--- config.mk ---
export PLATFORM = sky130hd
export DESIGN_NAME = uart_line_buffer_engine
export DESIGN_NICKNAME = d
export VERILOG_FILES = /design/src/rtl/core/ulb_pkg.sv /design/src/rtl/core/ulb_ram.sv /design/src/rtl/core/ulb_seq.sv /design/src/rtl/core/uart_line_buffer_engine.sv
export SDC_FILE = /design/constraint.sdc
export NUM_CORES = 1
export LEC_CHECK = 0
export BUFFER_PORTS_ARGS = -buffer_cell sky130_fd_sc_hd__buf_2
export CAP_MARGIN = 20
export CORE_ASPECT_RATIO = 1.5
export CORE_MARGIN = 2
export CORE_UTILIZATION = 58
export CTS_CLUSTER_DIAMETER = 100
export DETAILED_ROUTE_END_ITERATION = 8
export GPL_TIMING_DRIVEN = 0
export PLACE_DENSITY = 0.77
export SKIP_LAST_GASP = 1
export SLEW_MARGIN = 10
export SYNTH_ARGS = -nofsm -noshare
export SYNTH_HDL_FRONTEND = slang
export SYNTH_SLANG_ARGS = --single-unit
--- constraint.sdc ---
create_clock -name i_clk -period 6 [get_ports i_clk]
set_clock_uncertainty 0.15 [all_clocks]
set_input_delay 0.6 -clock i_clk [delete_from_list [all_inputs] [get_ports i_clk]]
set_output_delay 0.6 -clock i_clk [all_outputs]
set_load 0.02 [all_outputs]
--- src/rtl/core/ulb_pkg.sv ---
// ulb_pkg: shared types and codes for the uart line buffer engine
// command and result word structs, operation codes, config register indexes
// no dependencies
package ulb_pkg;

    // operation codes carried in the command word
    localparam logic [2:0] OP_RX_BYTE  = 3'd0;
    localparam logic [2:0] OP_TX_TICK  = 3'd1;
    localparam logic [2:0] OP_WR_SEND  = 3'd2;
    localparam logic [2:0] OP_RD_RECV  = 3'd3;
    localparam logic [2:0] OP_CLR_RECV = 3'd4;
    localparam logic [2:0] OP_CLR_SEND = 3'd5;

    // config register indexes
    localparam int         CFG_IDX_W      = 1;
    localparam logic [0:0] CFG_END_CHAR   = 1'd0;
    localparam logic [0:0] CFG_EMPTY_CHAR = 1'd1;

    // config reset values
    localparam logic [7:0] END_CHAR_RST   = 8'd10;
    localparam logic [7:0] EMPTY_CHAR_RST = 8'd0;

    typedef struct packed {
        logic [2:0] operation;
        logic [7:0] data_byte;
        logic [4:0] entry_index;
    } t_cmd;

    typedef struct packed {
        logic       tx_valid;
        logic [7:0] tx_byte;
        logic [7:0] read_byte;
        logic       rx_done;
        logic       tx_done;
    } t_result;

endpackage

--- src/rtl/core/ulb_ram.sv ---
// ulb_ram: byte-wide buffer store, one write port and one registered read port
// depends on nothing
module ulb_ram #(
    parameter int  DEPTH = 32,
    localparam int AW    = $clog2(DEPTH)
) (
    input  logic          i_clk,
    input  logic          i_we,
    input  logic [AW-1:0] i_waddr,
    input  logic [7:0]    i_wdata,
    input  logic [AW-1:0] i_raddr,
    output logic [7:0]    o_rdata
);

    logic [7:0] r_mem [DEPTH];
    logic [7:0] r_rdata;

    always_ff @(posedge i_clk) begin
        if (i_we) begin
            r_mem[i_waddr] <= i_wdata;
        end
        r_rdata <= r_mem[i_raddr];
    end

    assign o_rdata = r_rdata;

endmodule

--- src/rtl/core/ulb_seq.sv ---
// ulb_seq: sequencer of the line buffer engine, one byte compare/update per item
// drives both buffer stores, walks them for clears; uses ulb_pkg
module ulb_seq
    import ulb_pkg::*;
#(
    parameter int  RX_DEPTH = 32,
    parameter int  TX_DEPTH = 32,
    localparam int RX_AW    = $clog2(RX_DEPTH),
    localparam int TX_AW    = $clog2(TX_DEPTH)
) (
    input  logic             i_clk,
    input  logic             i_rst_n,
    input  logic             i_start,
    input  t_cmd             i_cmd,
    input  logic [7:0]       i_end_char,
    input  logic [7:0]       i_empty_char,
    output logic             o_busy,
    output logic             o_strobe,
    output t_result          o_result,
    output logic             o_rx_we,
    output logic [RX_AW-1:0] o_rx_waddr,
    output logic [7:0]       o_rx_wdata,
    output logic [RX_AW-1:0] o_rx_raddr,
    input  logic [7:0]       i_rx_rdata,
    output logic             o_tx_we,
    output logic [TX_AW-1:0] o_tx_waddr,
    output logic [7:0]       o_tx_wdata,
    output logic [TX_AW-1:0] o_tx_raddr,
    input  logic [7:0]       i_tx_rdata
);

    localparam int MAXD = (RX_DEPTH > TX_DEPTH) ? RX_DEPTH : TX_DEPTH;
    localparam int CW   = $clog2(MAXD);
    localparam int RPW  = $clog2(RX_DEPTH + 1);

    typedef enum logic [1:0] {
        S_INIT,
        S_IDLE,
        S_EXEC,
        S_CLEAR
    } t_state;

    t_state           r_state,   n_state;
    logic [CW-1:0]    r_cnt,     n_cnt;
    t_cmd             r_cmd,     n_cmd;
    logic [RPW-1:0]   r_rx_pos,  n_rx_pos;
    logic [TX_AW-1:0] r_tx_pos,  n_tx_pos;
    logic             r_rx_done, n_rx_done;
    logic             r_tx_done, n_tx_done;
    logic             r_strobe,  n_strobe;
    t_result          r_result,  n_result;

    logic [RX_AW-1:0] rx_slot;
    logic [TX_AW-1:0] tx_slot;
    logic             tx_last;
    logic             clr_rx;
    logic             clr_last;

    // wrapped buffer positions
    assign rx_slot = (r_rx_pos >= RPW'(RX_DEPTH)) ? '0 : RX_AW'(r_rx_pos);
    assign tx_slot = (32'(r_tx_pos) >= TX_DEPTH) ? '0 : r_tx_pos;
    assign tx_last = (tx_slot == TX_AW'(TX_DEPTH - 1));

    assign clr_rx   = (r_cmd.operation == OP_CLR_RECV);
    assign clr_last = clr_rx ? (r_cnt == CW'(RX_DEPTH - 1)) : (r_cnt == CW'(TX_DEPTH - 1));

    // reads are issued at the accept edge, data is used in the execute cycle
    assign o_rx_raddr = RX_AW'(i_cmd.entry_index);
    assign o_tx_raddr = tx_slot;

    always_comb begin
        n_state   = r_state;
        n_cnt     = r_cnt;
        n_cmd     = r_cmd;
        n_rx_pos  = r_rx_pos;
        n_tx_pos  = r_tx_pos;
        n_rx_done = r_rx_done;
        n_tx_done = r_tx_done;
        n_strobe  = 1'b0;
        n_result  = r_result;

        o_rx_we    = 1'b0;
        o_rx_waddr = RX_AW'(r_cnt);
        o_rx_wdata = i_empty_char;
        o_tx_we    = 1'b0;
        o_tx_waddr = TX_AW'(r_cnt);
        o_tx_wdata = i_empty_char;

        case (r_state)
            S_INIT: begin
                o_rx_we    = (32'(r_cnt) < RX_DEPTH);
                o_tx_we    = (32'(r_cnt) < TX_DEPTH);
                o_rx_wdata = EMPTY_CHAR_RST;
                o_tx_wdata = EMPTY_CHAR_RST;
                n_cnt      = r_cnt + 1'b1;
                if (r_cnt == CW'(MAXD - 1)) begin
                    n_cnt   = '0;
                    n_state = S_IDLE;
                end
            end
            S_IDLE: begin
                if (i_start) begin
                    n_cmd   = i_cmd;
                    n_state = S_EXEC;
                end
            end
            S_EXEC: begin
                n_state  = S_IDLE;
                n_strobe = 1'b1;
                n_result = '0;
                case (r_cmd.operation)
                    OP_RX_BYTE: begin
                        if (r_cmd.data_byte != i_end_char) begin
                            o_rx_we    = 1'b1;
                            o_rx_waddr = rx_slot;
                            o_rx_wdata = r_cmd.data_byte;
                            n_rx_pos   = RPW'(rx_slot) + 1'b1;
                        end else begin
                            n_rx_done = 1'b1;
                            n_rx_pos  = '0;
                        end
                    end
                    OP_TX_TICK: begin
                        if (tx_last || (i_tx_rdata == i_end_char)) begin
                            n_result.tx_valid = 1'b1;
                            n_result.tx_byte  = i_tx_rdata;
                            n_tx_pos          = '0;
                            n_tx_done         = 1'b1;
                        end else if (i_tx_rdata != i_empty_char) begin
                            n_result.tx_valid = 1'b1;
                            n_result.tx_byte  = i_tx_rdata;
                            n_tx_pos          = tx_slot + 1'b1;
                        end else begin
                            n_tx_pos = tx_slot;
                        end
                    end
                    OP_WR_SEND: begin
                        o_tx_we    = (32'(r_cmd.entry_index) < TX_DEPTH);
                        o_tx_waddr = TX_AW'(r_cmd.entry_index);
                        o_tx_wdata = r_cmd.data_byte;
                    end
                    OP_RD_RECV: begin
                        if (32'(r_cmd.entry_index) < RX_DEPTH) begin
                            n_result.read_byte = i_rx_rdata;
                        end
                    end
                    OP_CLR_RECV, OP_CLR_SEND: begin
                        n_strobe = 1'b0;
                        n_result = r_result;
                        n_cnt    = '0;
                        n_state  = S_CLEAR;
                    end
                    default: begin
                    end
                endcase
            end
            S_CLEAR: begin
                o_rx_we = clr_rx;
                o_tx_we = !clr_rx;
                n_cnt   = r_cnt + 1'b1;
                if (clr_last) begin
                    n_cnt    = '0;
                    n_state  = S_IDLE;
                    n_strobe = 1'b1;
                    n_result = '0;
                    if (clr_rx) begin
                        n_rx_done = 1'b0;
                    end else begin
                        n_tx_done = 1'b0;
                    end
                end
            end
            default: begin
                n_state = S_IDLE;
            end
        endcase

        if (n_strobe) begin
            n_result.rx_done = n_rx_done;
            n_result.tx_done = n_tx_done;
        end
    end

    always_ff @(posedge i_clk) begin
        if (!i_rst_n) begin
            r_state   <= S_INIT;
            r_cnt     <= '0;
            r_rx_pos  <= '0;
            r_tx_pos  <= '0;
            r_rx_done <= 1'b0;
            r_tx_done <= 1'b0;
            r_strobe  <= 1'b0;
        end else begin
            r_state   <= n_state;
            r_cnt     <= n_cnt;
            r_rx_pos  <= n_rx_pos;
            r_tx_pos  <= n_tx_pos;
            r_rx_done <= n_rx_done;
            r_tx_done <= n_tx_done;
            r_strobe  <= n_strobe;
        end
        r_cmd    <= n_cmd;
        r_result <= n_result;
    end

    assign o_busy   = (r_state != S_IDLE);
    assign o_strobe = r_strobe;
    assign o_result = r_result;

endmodule

--- src/rtl/core/uart_line_buffer_engine.sv ---
// uart_line_buffer_engine: top level of the receive/send line buffers beside a uart
// holds the config registers, both buffer stores and the sequencer
// depends on ulb_pkg, ulb_ram, ulb_seq
//
// channel   direction  handshake                     word
// -------   ---------  ----------------------------  -------------------------
// command   in         start high while busy low     i_cmd (t_cmd)
// result    out        o_strobe, one cycle, no stall o_result (t_result)
// config    in         i_cfg_valid & o_cfg_ready     i_cfg_index, i_cfg_data
//
// a command word is handled in order: the accept edge issues the buffer read,
// the execute cycle does the single compare and read-modify-write, and the
// result strobe overlaps the next accept, so a new word can follow once the
// execute cycle is over; clear receive / clear send walk the store one entry
// a cycle, with busy high from the execute cycle to the end of the walk
// after reset both stores are walked to the reset empty value, with busy
// high throughout; config writes are taken at any time
// the receiver cannot stall, each result stands for exactly one cycle
module uart_line_buffer_engine
    import ulb_pkg::*;
#(
    parameter int RX_DEPTH = 32,
    parameter int TX_DEPTH = 32
) (
    input  logic                 i_clk,
    input  logic                 i_rst_n,
    // command channel
    input  logic                 start,
    output logic                 busy,
    input  t_cmd                 i_cmd,
    // result channel
    output logic                 o_strobe,
    output t_result              o_result,
    // config write channel
    input  logic                 i_cfg_valid,
    output logic                 o_cfg_ready,
    input  logic [CFG_IDX_W-1:0] i_cfg_index,
    input  logic [7:0]           i_cfg_data
);

    localparam int RX_AW = $clog2(RX_DEPTH);
    localparam int TX_AW = $clog2(TX_DEPTH);

    // config registers
    logic [7:0] r_end_char;
    logic [7:0] r_empty_char;

    // buffer store ports
    logic             rx_we;
    logic [RX_AW-1:0] rx_waddr;
    logic [7:0]       rx_wdata;
    logic [RX_AW-1:0] rx_raddr;
    logic [7:0]       rx_rdata;
    logic             tx_we;
    logic [TX_AW-1:0] tx_waddr;
    logic [7:0]       tx_wdata;
    logic [TX_AW-1:0] tx_raddr;
    logic [7:0]       tx_rdata;

    // config port is always ready, writes are registered
    assign o_cfg_ready = 1'b1;

    always_ff @(posedge i_clk) begin
        if (!i_rst_n) begin
            r_end_char   <= END_CHAR_RST;
            r_empty_char <= EMPTY_CHAR_RST;
        end else if (i_cfg_valid) begin
            case (i_cfg_index)
                CFG_END_CHAR:   r_end_char   <= i_cfg_data;
                CFG_EMPTY_CHAR: r_empty_char <= i_cfg_data;
                default: begin
                end
            endcase
        end
    end

    // receive line store
    ulb_ram #(
        .DEPTH (RX_DEPTH)
    ) u_rx_ram (
        .i_clk   (i_clk),
        .i_we    (rx_we),
        .i_waddr (rx_waddr),
        .i_wdata (rx_wdata),
        .i_raddr (rx_raddr),
        .o_rdata (rx_rdata)
    );

    // send line store
    ulb_ram #(
        .DEPTH (TX_DEPTH)
    ) u_tx_ram (
        .i_clk   (i_clk),
        .i_we    (tx_we),
        .i_waddr (tx_waddr),
        .i_wdata (tx_wdata),
        .i_raddr (tx_raddr),
        .o_rdata (tx_rdata)
    );

    // sequencer: positions, done flags, compare and update, clear walks
    ulb_seq #(
        .RX_DEPTH (RX_DEPTH),
        .TX_DEPTH (TX_DEPTH)
    ) u_seq (
        .i_clk        (i_clk),
        .i_rst_n      (i_rst_n),
        .i_start      (start),
        .i_cmd        (i_cmd),
        .i_end_char   (r_end_char),
        .i_empty_char (r_empty_char),
        .o_busy       (busy),
        .o_strobe     (o_strobe),
        .o_result     (o_result),
        .o_rx_we      (rx_we),
        .o_rx_waddr   (rx_waddr),
        .o_rx_wdata   (rx_wdata),
        .o_rx_raddr   (rx_raddr),
        .i_rx_rdata   (rx_rdata),
        .o_tx_we      (tx_we),
        .o_tx_waddr   (tx_waddr),
        .o_tx_wdata   (tx_wdata),
        .o_tx_raddr   (tx_raddr),
        .i_tx_rdata   (tx_rdata)
    );

    // an accepted word keeps the block busy in the following cycle
    a_accept_busy: assert property (@(posedge i_clk) disable iff (!i_rst_n)
        (start && !busy) |=> busy)
        else $error("accepted word did not make the block busy");

    // results are never back to back, every word needs an execute cycle
    a_strobe_gap: assert property (@(posedge i_clk) disable iff (!i_rst_n)
        o_strobe |=> !o_strobe)
        else $error("result strobe on two cycles in a row");

    // a result follows a busy cycle
    a_strobe_after_busy: assert property (@(posedge i_clk) disable iff (!i_rst_n)
        o_strobe |-> $past(busy))
        else $error("result strobe without a word in flight");

    // no transmit byte without tx_valid
    a_tx_byte_zero: assert property (@(posedge i_clk) disable iff (!i_rst_n)
        (o_strobe && !o_result.tx_valid) |-> (o_result.tx_byte == 8'd0))
        else $error("tx byte set without tx valid");

endmodule
==> flow_summary.toml, run 1 <==
[clock_tree]
root_buffer = "clkbuf_16"
clock_latency_ns = 0.60
cts_buffers = 52
cts.sinks = 600
clockBufferDepth = 3
cts_resized = 0
hold_buffers = 0
clk_pin_slew_ns = 0.07
htree_levels = 2
tritoncts = "yes"
post_cts_buffers = 0

[route]
via_per_inst = 6.22
postRouteAntennaNets = 0
wire_per_inst_um = 27.2
vias = 12734
drt_iter0_markers = 1344
wl_um = 55700
dr.pass1.iters = 7
drc = 0

[hold_path]
min_to = "u_seq.r_cmd[2]$_DFFE_PP_"
worstHoldStart = "i_cmd[2]"
min_path_cells = 1
hold_class = "input pin to flop"

[critical_path]
cp_max_fo = 10
rr_endpoint = "u_tx_ram.r_mem[13][2]$_DFFE_PP_"
worstSetupStartpointType = "flop"
slowest_stage = "nor2_1"
r2r_slack_ns = 2.28
cp-end-kind = "flop"
crit_required_ns = 6.05
cp_common_cell = "clkbuf_1"
max_stage_delay_ns = 0.68
arrival_ns = 3.77
ff2ff_path_depth = 9
rr_startpoint = "u_seq.r_state[0]$_SDFFE_PN0P_"
worstSetupPathType = "flop to flop"
crit_chain = "inv_1, ha_1, clkbuf_1, and4bb_2, clkbuf_1, clkbuf_1, o21ai_0, nand2_1, nor2_1"

[run_status]
outcome = "complete, no violations"

[sta]
maxSlewViolCount = 0
slew_headroom = 0.219
worst_slack_ns = 2.28
hold_viol = 0
rsz0062_at_grt = "no"
setup_violations = 0
finalSetupTns_ns = 0
fmax_mhz = 269
period_needed_ns = 3.72
fin_crit_sh = 0.619
tightest_slew_ns = 1.16

[die]
core_um2 = 41100
core.rowCount = 91
dieArea_um2 = 43300
die_h_um = 254
die_w_um = 171
io-pin-count = 51
start_util = 0.588

[synthesis]
netlist_area_um2 = 24200
synth-xor-area-share = 0.00906
synth_cell_types = 62
ys_warn_count = 0
ys_top_cells_by_area = "edfxtp_1 (68%), mux4_2 (14%), dfxtp_1 (4.4%)"
synth.area.mux_share = 0.154
yosys-top-cells-count = "edfxtp_1 (547), mux4_2 (154), nand2_1 (74)"
synth_top_area_cell = "edfxtp_1"
synthAdderAreaFrac = 0.00518
synth_top_cell_area_share = 0.680
yosysSeqAreaShare = 0.724
synth_edf_count = 547
syn_nets = 1346
synth_compound_gate_area_share = 0.0335
syn_avg_cell_area_um2 = 18.5
syn_inst = 1307
synth_top_family_by_area = "multiplexers"
synth.most_common_cell = "edfxtp_1"
synthFlopType = "edfxtp_1"
synth_simple_gate_area_share = 0.0576
async_flop_share = 0
synth_seq_cells = 600

[pwr]
powerDensity_nw_per_um2 = 356
total_power_mw = 9.79
ir_drop_uv = 311
p_leak_nw = 8.82

[cells_and_area]
nets = 1483
postLayoutCellArea_um2 = 27500
area_growth_syn_to_layout_pct = 13.7
final_layout_size_suffix_gt1_frac = 0.285
n_fill_cell = 2623
insertedDiodeCount = 0
utilization = 0.669

[global_routing]
grt_pass1_vias = 13202
grt_usage = 0.265
grt_pass1_wl_um = 82400
grt-ovfl-total = 0
antenna_found_initial = 1
grt_max_degree = 33

[placement]
dp_hpwl_um = 39900
place_ws_ns = 2.29
gp_congestion = 0.905
placed_area_um2 = 25700
port_buffers = 49

[run]
maxCapViolCount = 0
-- worst max-delay path by stage --
stage                                     startpoint                                to  slack, ns  cells after the start
detailed placement  u_seq.o_tx_raddr[2]$_SDFFE_PN0P_  u_seq.o_result[10]$_SDFFCE_PP0P_       2.29                      8
finish                 u_seq.r_state[0]$_SDFFE_PN0P_   u_tx_ram.r_mem[13][2]$_DFFE_PP_       2.28                      9
floorplan              u_seq.r_state[0]$_SDFFE_PN0P_    u_tx_ram.r_mem[0][0]$_DFFE_PP_       2.45                      8
CTS                 u_seq.o_tx_raddr[2]$_SDFFE_PN0P_  u_seq.o_result[10]$_SDFFCE_PP0P_       2.25                      8
global route           u_seq.r_state[0]$_SDFFE_PN0P_    u_tx_ram.r_mem[4][2]$_DFFE_PP_       2.00                      9
global placement       u_seq.r_state[1]$_SDFFE_PN0P_   u_tx_ram.r_mem[24][4]$_DFFE_PP_       0.65                      7
-- power by group --
part	leakage, nW	switching [mW]	internal [mW]
sequential	5.50	0.133	4.89
combinational	2.46	0.816	0.455
clock	0.860	1.52	1.97
total	8.82	2.47	7.32
-- layout by cell type, fill, tap and decap left out, types with 13 or more instances in the layout --
master     Yosys  routed
nor2_1        67      66
a21oi_1       34      33
nand3_1       36      36
buf_4         11      20
buf_8          0      14
dfxtp_1       53      53
nand2b_1      15      15
xnor2_1       17      17
nand2_1       74      74
mux4_2       154     154
and2_1        26      26
edfxtp_1     547     547
o21ai_2        1      15
buf_2         14      69
clkbuf_1      37      41
mux2_2        17      17
o21ai_0       30      14
clkbuf_16      0      52
o31ai_2        0      13
inv_1         16      16
-- state kept, by name, indices dropped and copies added (netlist names) --
name              cells
u_seq.r_state         2
u_rx_ram.o_rdata      8
r_empty_char          8
u_seq.r_cnt           5
u_seq.r_rx_done       1
u_seq.r_cmd          16
u_seq.o_result       19
r_end_char            8
u_tx_ram.r_mem      256
u_rx_ram.r_mem      256
u_seq.r_tx_done       1
u_tx_ram.o_rdata      8
u_seq.o_tx_raddr      5
u_seq.o_strobe        1
u_seq.r_rx_pos        6
-- kinds of logic (layout without fill, tap and decap cells) --
| logic type | count (synthesis) | count (layout) |
|---|---|---|
| AND/OR/NAND/NOR | 278 | 278 |
| buffers and inverters | 88 | 269 |
| multiplexers | 178 | 178 |
| flip-flops | 600 | 600 |
| XOR/XNOR | 25 | 25 |
| adder cells (fa/ha/maj) | 10 | 10 |
| other | 1 | 1 |
| AO/OA/AOI/OAI | 127 | 127 |
-- layer usage --
layer	vias up	part of all wire	track usage	wire length, um
met1	6550	0.34	0.297	18800
met5	-	0.00029	0	16
li1	5534	-	-	-
met4	2	0.049	0.123	2750
met3	139	0.051	0.0327	2830
met2	509	0.56	0.500	31300
-- final cells by class --
class / instances / area (um^2) / share of cell area
repair buffers: 83 / 612 / 0.0223
inverters: 18 / 67.6 / 0.00246
plain buffers: 70 / 330 / 0.0120
flip-flops and latches: 600 / 17500 / 0.636
multi-input cells: 619 / 6490 / 0.236
well taps: 558 / 698 / 0.0254
clock inverters: 41 / 467 / 0.0170
clock buffers: 57 / 1330 / 0.0484
-- stage by stage --
step / instances / hold WS, ns
final: 2046 / 0.0620
after global routing: 2046 / 0.0470
after CTS: 2043 / 0.0390
after detailed placement: 1945 / 0.331
after global placement: 1914 / 0.314
after floorplan: 1307 / 0.299
-- critical path: cells and delay by family (launching register included) --
family	cells	cell delay, ns
AO/OA/AOI/OAI	1	0.52
AND/OR/NAND/NOR	3	1.18
adder cells (fa/ha/maj)	1	0.24
buffers and inverters	4	0.81
flip-flops	1	0.44
No activity file was read; power rests on OpenSTA's default activity.
==> inputs of run 2 (changes only) <==
ABC_AREA = 1   (was unset)
CORE_UTILIZATION = 56   (was 58)
clock period = 3.1 ns   (was 6 ns; I/O delays follow)
==> run 2 against run 1 <==
Effect of this change: cell count rose by 39%; sequential cell count did not move; design area rose by 3.1%; hold slack improved by 0.070 ns; largest power group unchanged; highest routed layer is now met4.
==> flow_summary.toml, run 2 <==
[global_routing]
grt_usage = 0.321
grt_util_met1 = 0.327
grt_max_degree = 33
grt_util_met3 = 0.0486
antenna_found_initial = 1
met2_usage = 0.570
grt_pass1_vias = 17730
grt-ovfl-total = 0
grt_pass1_wl_um = 107000
busiest_layer = "met2"

[sta]
fmax_mhz = 327
maxSlewViolCount = 0
setup_violations = 0
worst_slack_ns = 0.0409
slew_headroom = 0.365
period_needed_ns = 3.06
holdWs_ns = 0.132
tightest_slew_ns = 0.949
finalSetupTns_ns = 0
fin_crit_sh = 0.987
rsz0062_at_grt = "yes"
hold_viol = 0

[synthesis]
synth_top_cell_area_share = 0.666
synth_cell_types = 40
synth_seq_cells = 600
yosysSeqAreaShare = 0.709
netlist_area_um2 = 24700
ys_warn_count = 0
synth_top_area_cell = "edfxtp_1"
async_flop_share = 0
ys_top_cells_by_area = "edfxtp_1 (67%), o21ai_0 (6.3%), nor2_1 (6.3%)"
synthFlopType = "edfxtp_1"
syn_nets = 2116
syn_avg_cell_area_um2 = 11.9
yosys-top-cells-count = "edfxtp_1 (547), nor2_1 (414), o21ai_0 (312)"
synth_edf_count = 547
synth.most_common_cell = "edfxtp_1"
syn_inst = 2077

[die]
io-pin-count = 51
core_um2 = 43600
die_w_um = 175
dieArea_um2 = 45800
die_h_um = 261
start_util = 0.565
core.rowCount = 94

[route]
postRouteAntennaNets = 0
wire_per_inst_um = 25.9
drc = 0
vias = 17678
dr.pass1.iters = 6
via_per_inst = 6.19
wl_um = 73900
drt_iter0_markers = 2075

[pwr]
powerDensity_nw_per_um2 = 720
ir_drop_uv = 538
p_leak_nw = 9.90

[clock_tree]
htree_levels = 2
cts_buffers = 53
root_buffer = "clkbuf_16"
clk_pin_slew_ns = 0.06
cts.sinks = 600
tritoncts = "yes"
clockBufferDepth = 3
clock_latency_ns = 0.59

[placement]
placed_area_um2 = 26100
dp_hpwl_um = 51900
port_buffers = 49
gp_congestion = 1.07
dp.cells = 2718
place_ws_ns = -0.00910

[critical_path]
arrival_ns = 3.12
rr_startpoint = "u_seq.r_state[0]$_SDFFE_PN0P_"
max_stage_delay_ns = 0.81
crit_required_ns = 3.16
worstSetupPathType = "flop to flop"
crit_chain = "inv_1, ha_1, nand3_1, buf_4, nand2_1, o21ai_1, nand3_2, nor2_1"
cp-end-kind = "flop"
worstSetupStartpointType = "flop"
slowest_stage = "nor2_1"
crit_path_start = "u_seq.r_state[0]$_SDFFE_PN0P_"
cp_max_fo = 10

[cells_and_area]
stdcell_count = 2854
final_common_cell = "edfxtp_1"
area_growth_syn_to_layout_pct = 14.9
postLayoutCellArea_um2 = 28300
final_layout_size_suffix_gt1_frac = 0.127
final_cell_mix = "edfxtp_1 (547), nor2_1 (392), o21ai_0 (304)"
n_fill_cell = 3206
nets = 2276

[run_status]
outcome = "complete, no violations"

[run]
maxCapViolCount = 0

[hold_path]
worstHoldStart = "i_cfg_index"
hold_class = "input pin to flop"
-- run 2: changes by cell type in the layout (fill, tap and decap cells not counted), sizes merged, moves of 17 or more --
| cell | change |
|---|---|
| nor2 | +352 |
| o21ai | +289 |
| mux4 | -154 |
| nand2 | +144 |
| inv | +78 |
| o221ai | +62 |
| nand3 | +54 |
| clkbuf | +41 |
| o22ai | +41 |
| dlygate4sd3 | +30 |
| and2 | -26 |
| o211ai | +25 |
| o31ai | -18 |
| mux2 | -17 |
-- run 2: final cells by class --
cell class | instances | area [um^2] | area share
repair buffers | 105 | 978 | 0.0345
diodes | 2 | 5.00 | 0.000177
clock inverters | 25 | 319 | 0.0113
clock buffers | 69 | 1410 | 0.0496
plain buffers | 113 | 504 | 0.0178
well taps | 576 | 721 | 0.0254
inverters | 100 | 375 | 0.0133
multi-input cells | 1264 | 6530 | 0.231
flip-flops and latches | 600 | 17500 | 0.617
-- run 2: worst max-delay path, delay by kind of cell, from the launching register on --
kind	cells	cell delay, ns
flip-flops	1	0.41
AO/OA/AOI/OAI	1	0.26
buffers and inverters	2	0.29
adder cells (fa/ha/maj)	1	0.24
AND/OR/NAND/NOR	4	1.31
-- run 2: what timing repair did --
item                       4_1_cts  5_1_grt
buffers inserted                 0       10
gates resized for setup          0       32
hold endpoints to repair        41        0
setup endpoints to repair       33      366
hold buffers                    30        0
pin swaps                        2        5
-- run 2: layer usage --
| layer | up-vias | wire [um] |
|---|---|---|
| met3 | 348 | 5550 |
| met1 | 8474 | 23200 |
| met2 | 1061 | 37300 |
| li1 | 7795 | - |
| met4 | 0 | 7860 |
| met5 | - | 0 |
-- run 2: worst paths after layout --
| check | to | cells past startpoint | slack [ns] |
|---|---|---|---|
| worst max-delay path | u_tx_ram.r_mem[28][5]$_DFFE_PP_ | 8 | 0.04 |
| worst min-delay path | r_end_char[5]$_SDFFE_PN0P_ | 5 | 0.13 |
| worst max register to register | u_tx_ram.r_mem[28][5]$_DFFE_PP_ | 8 | 0.04 |
| worst min register to register | u_seq.r_rx_pos[4]$_SDFFE_PN0P_ | 2 | 0.32 |
-- run 2: kinds of logic after synthesis --
logic type	synth area share
xor+xnor	0.00497
compound gates	0.117
simple gates	0.129
fa+ha+maj	0.00507
other cells	0.000152
flops	0.709
buf+inv	0.0356
-- run 2: power breakdown --
group          leakage, nW  switching (mW)  internal (mW)
Clock                0.845            2.84           3.85
Combinational         3.55            2.72          0.947
Sequential            5.51           0.240           9.81
-- run 2: through the flow --
stage / power (mW) / utilization
after global routing: 20.9 / 0.649
final: 20.4 / 0.649
after detailed placement: 13.6 / 0.597
after floorplan: 12.0 / -
after global placement: 13.3 / 0.587
after CTS: 20.2 / 0.644
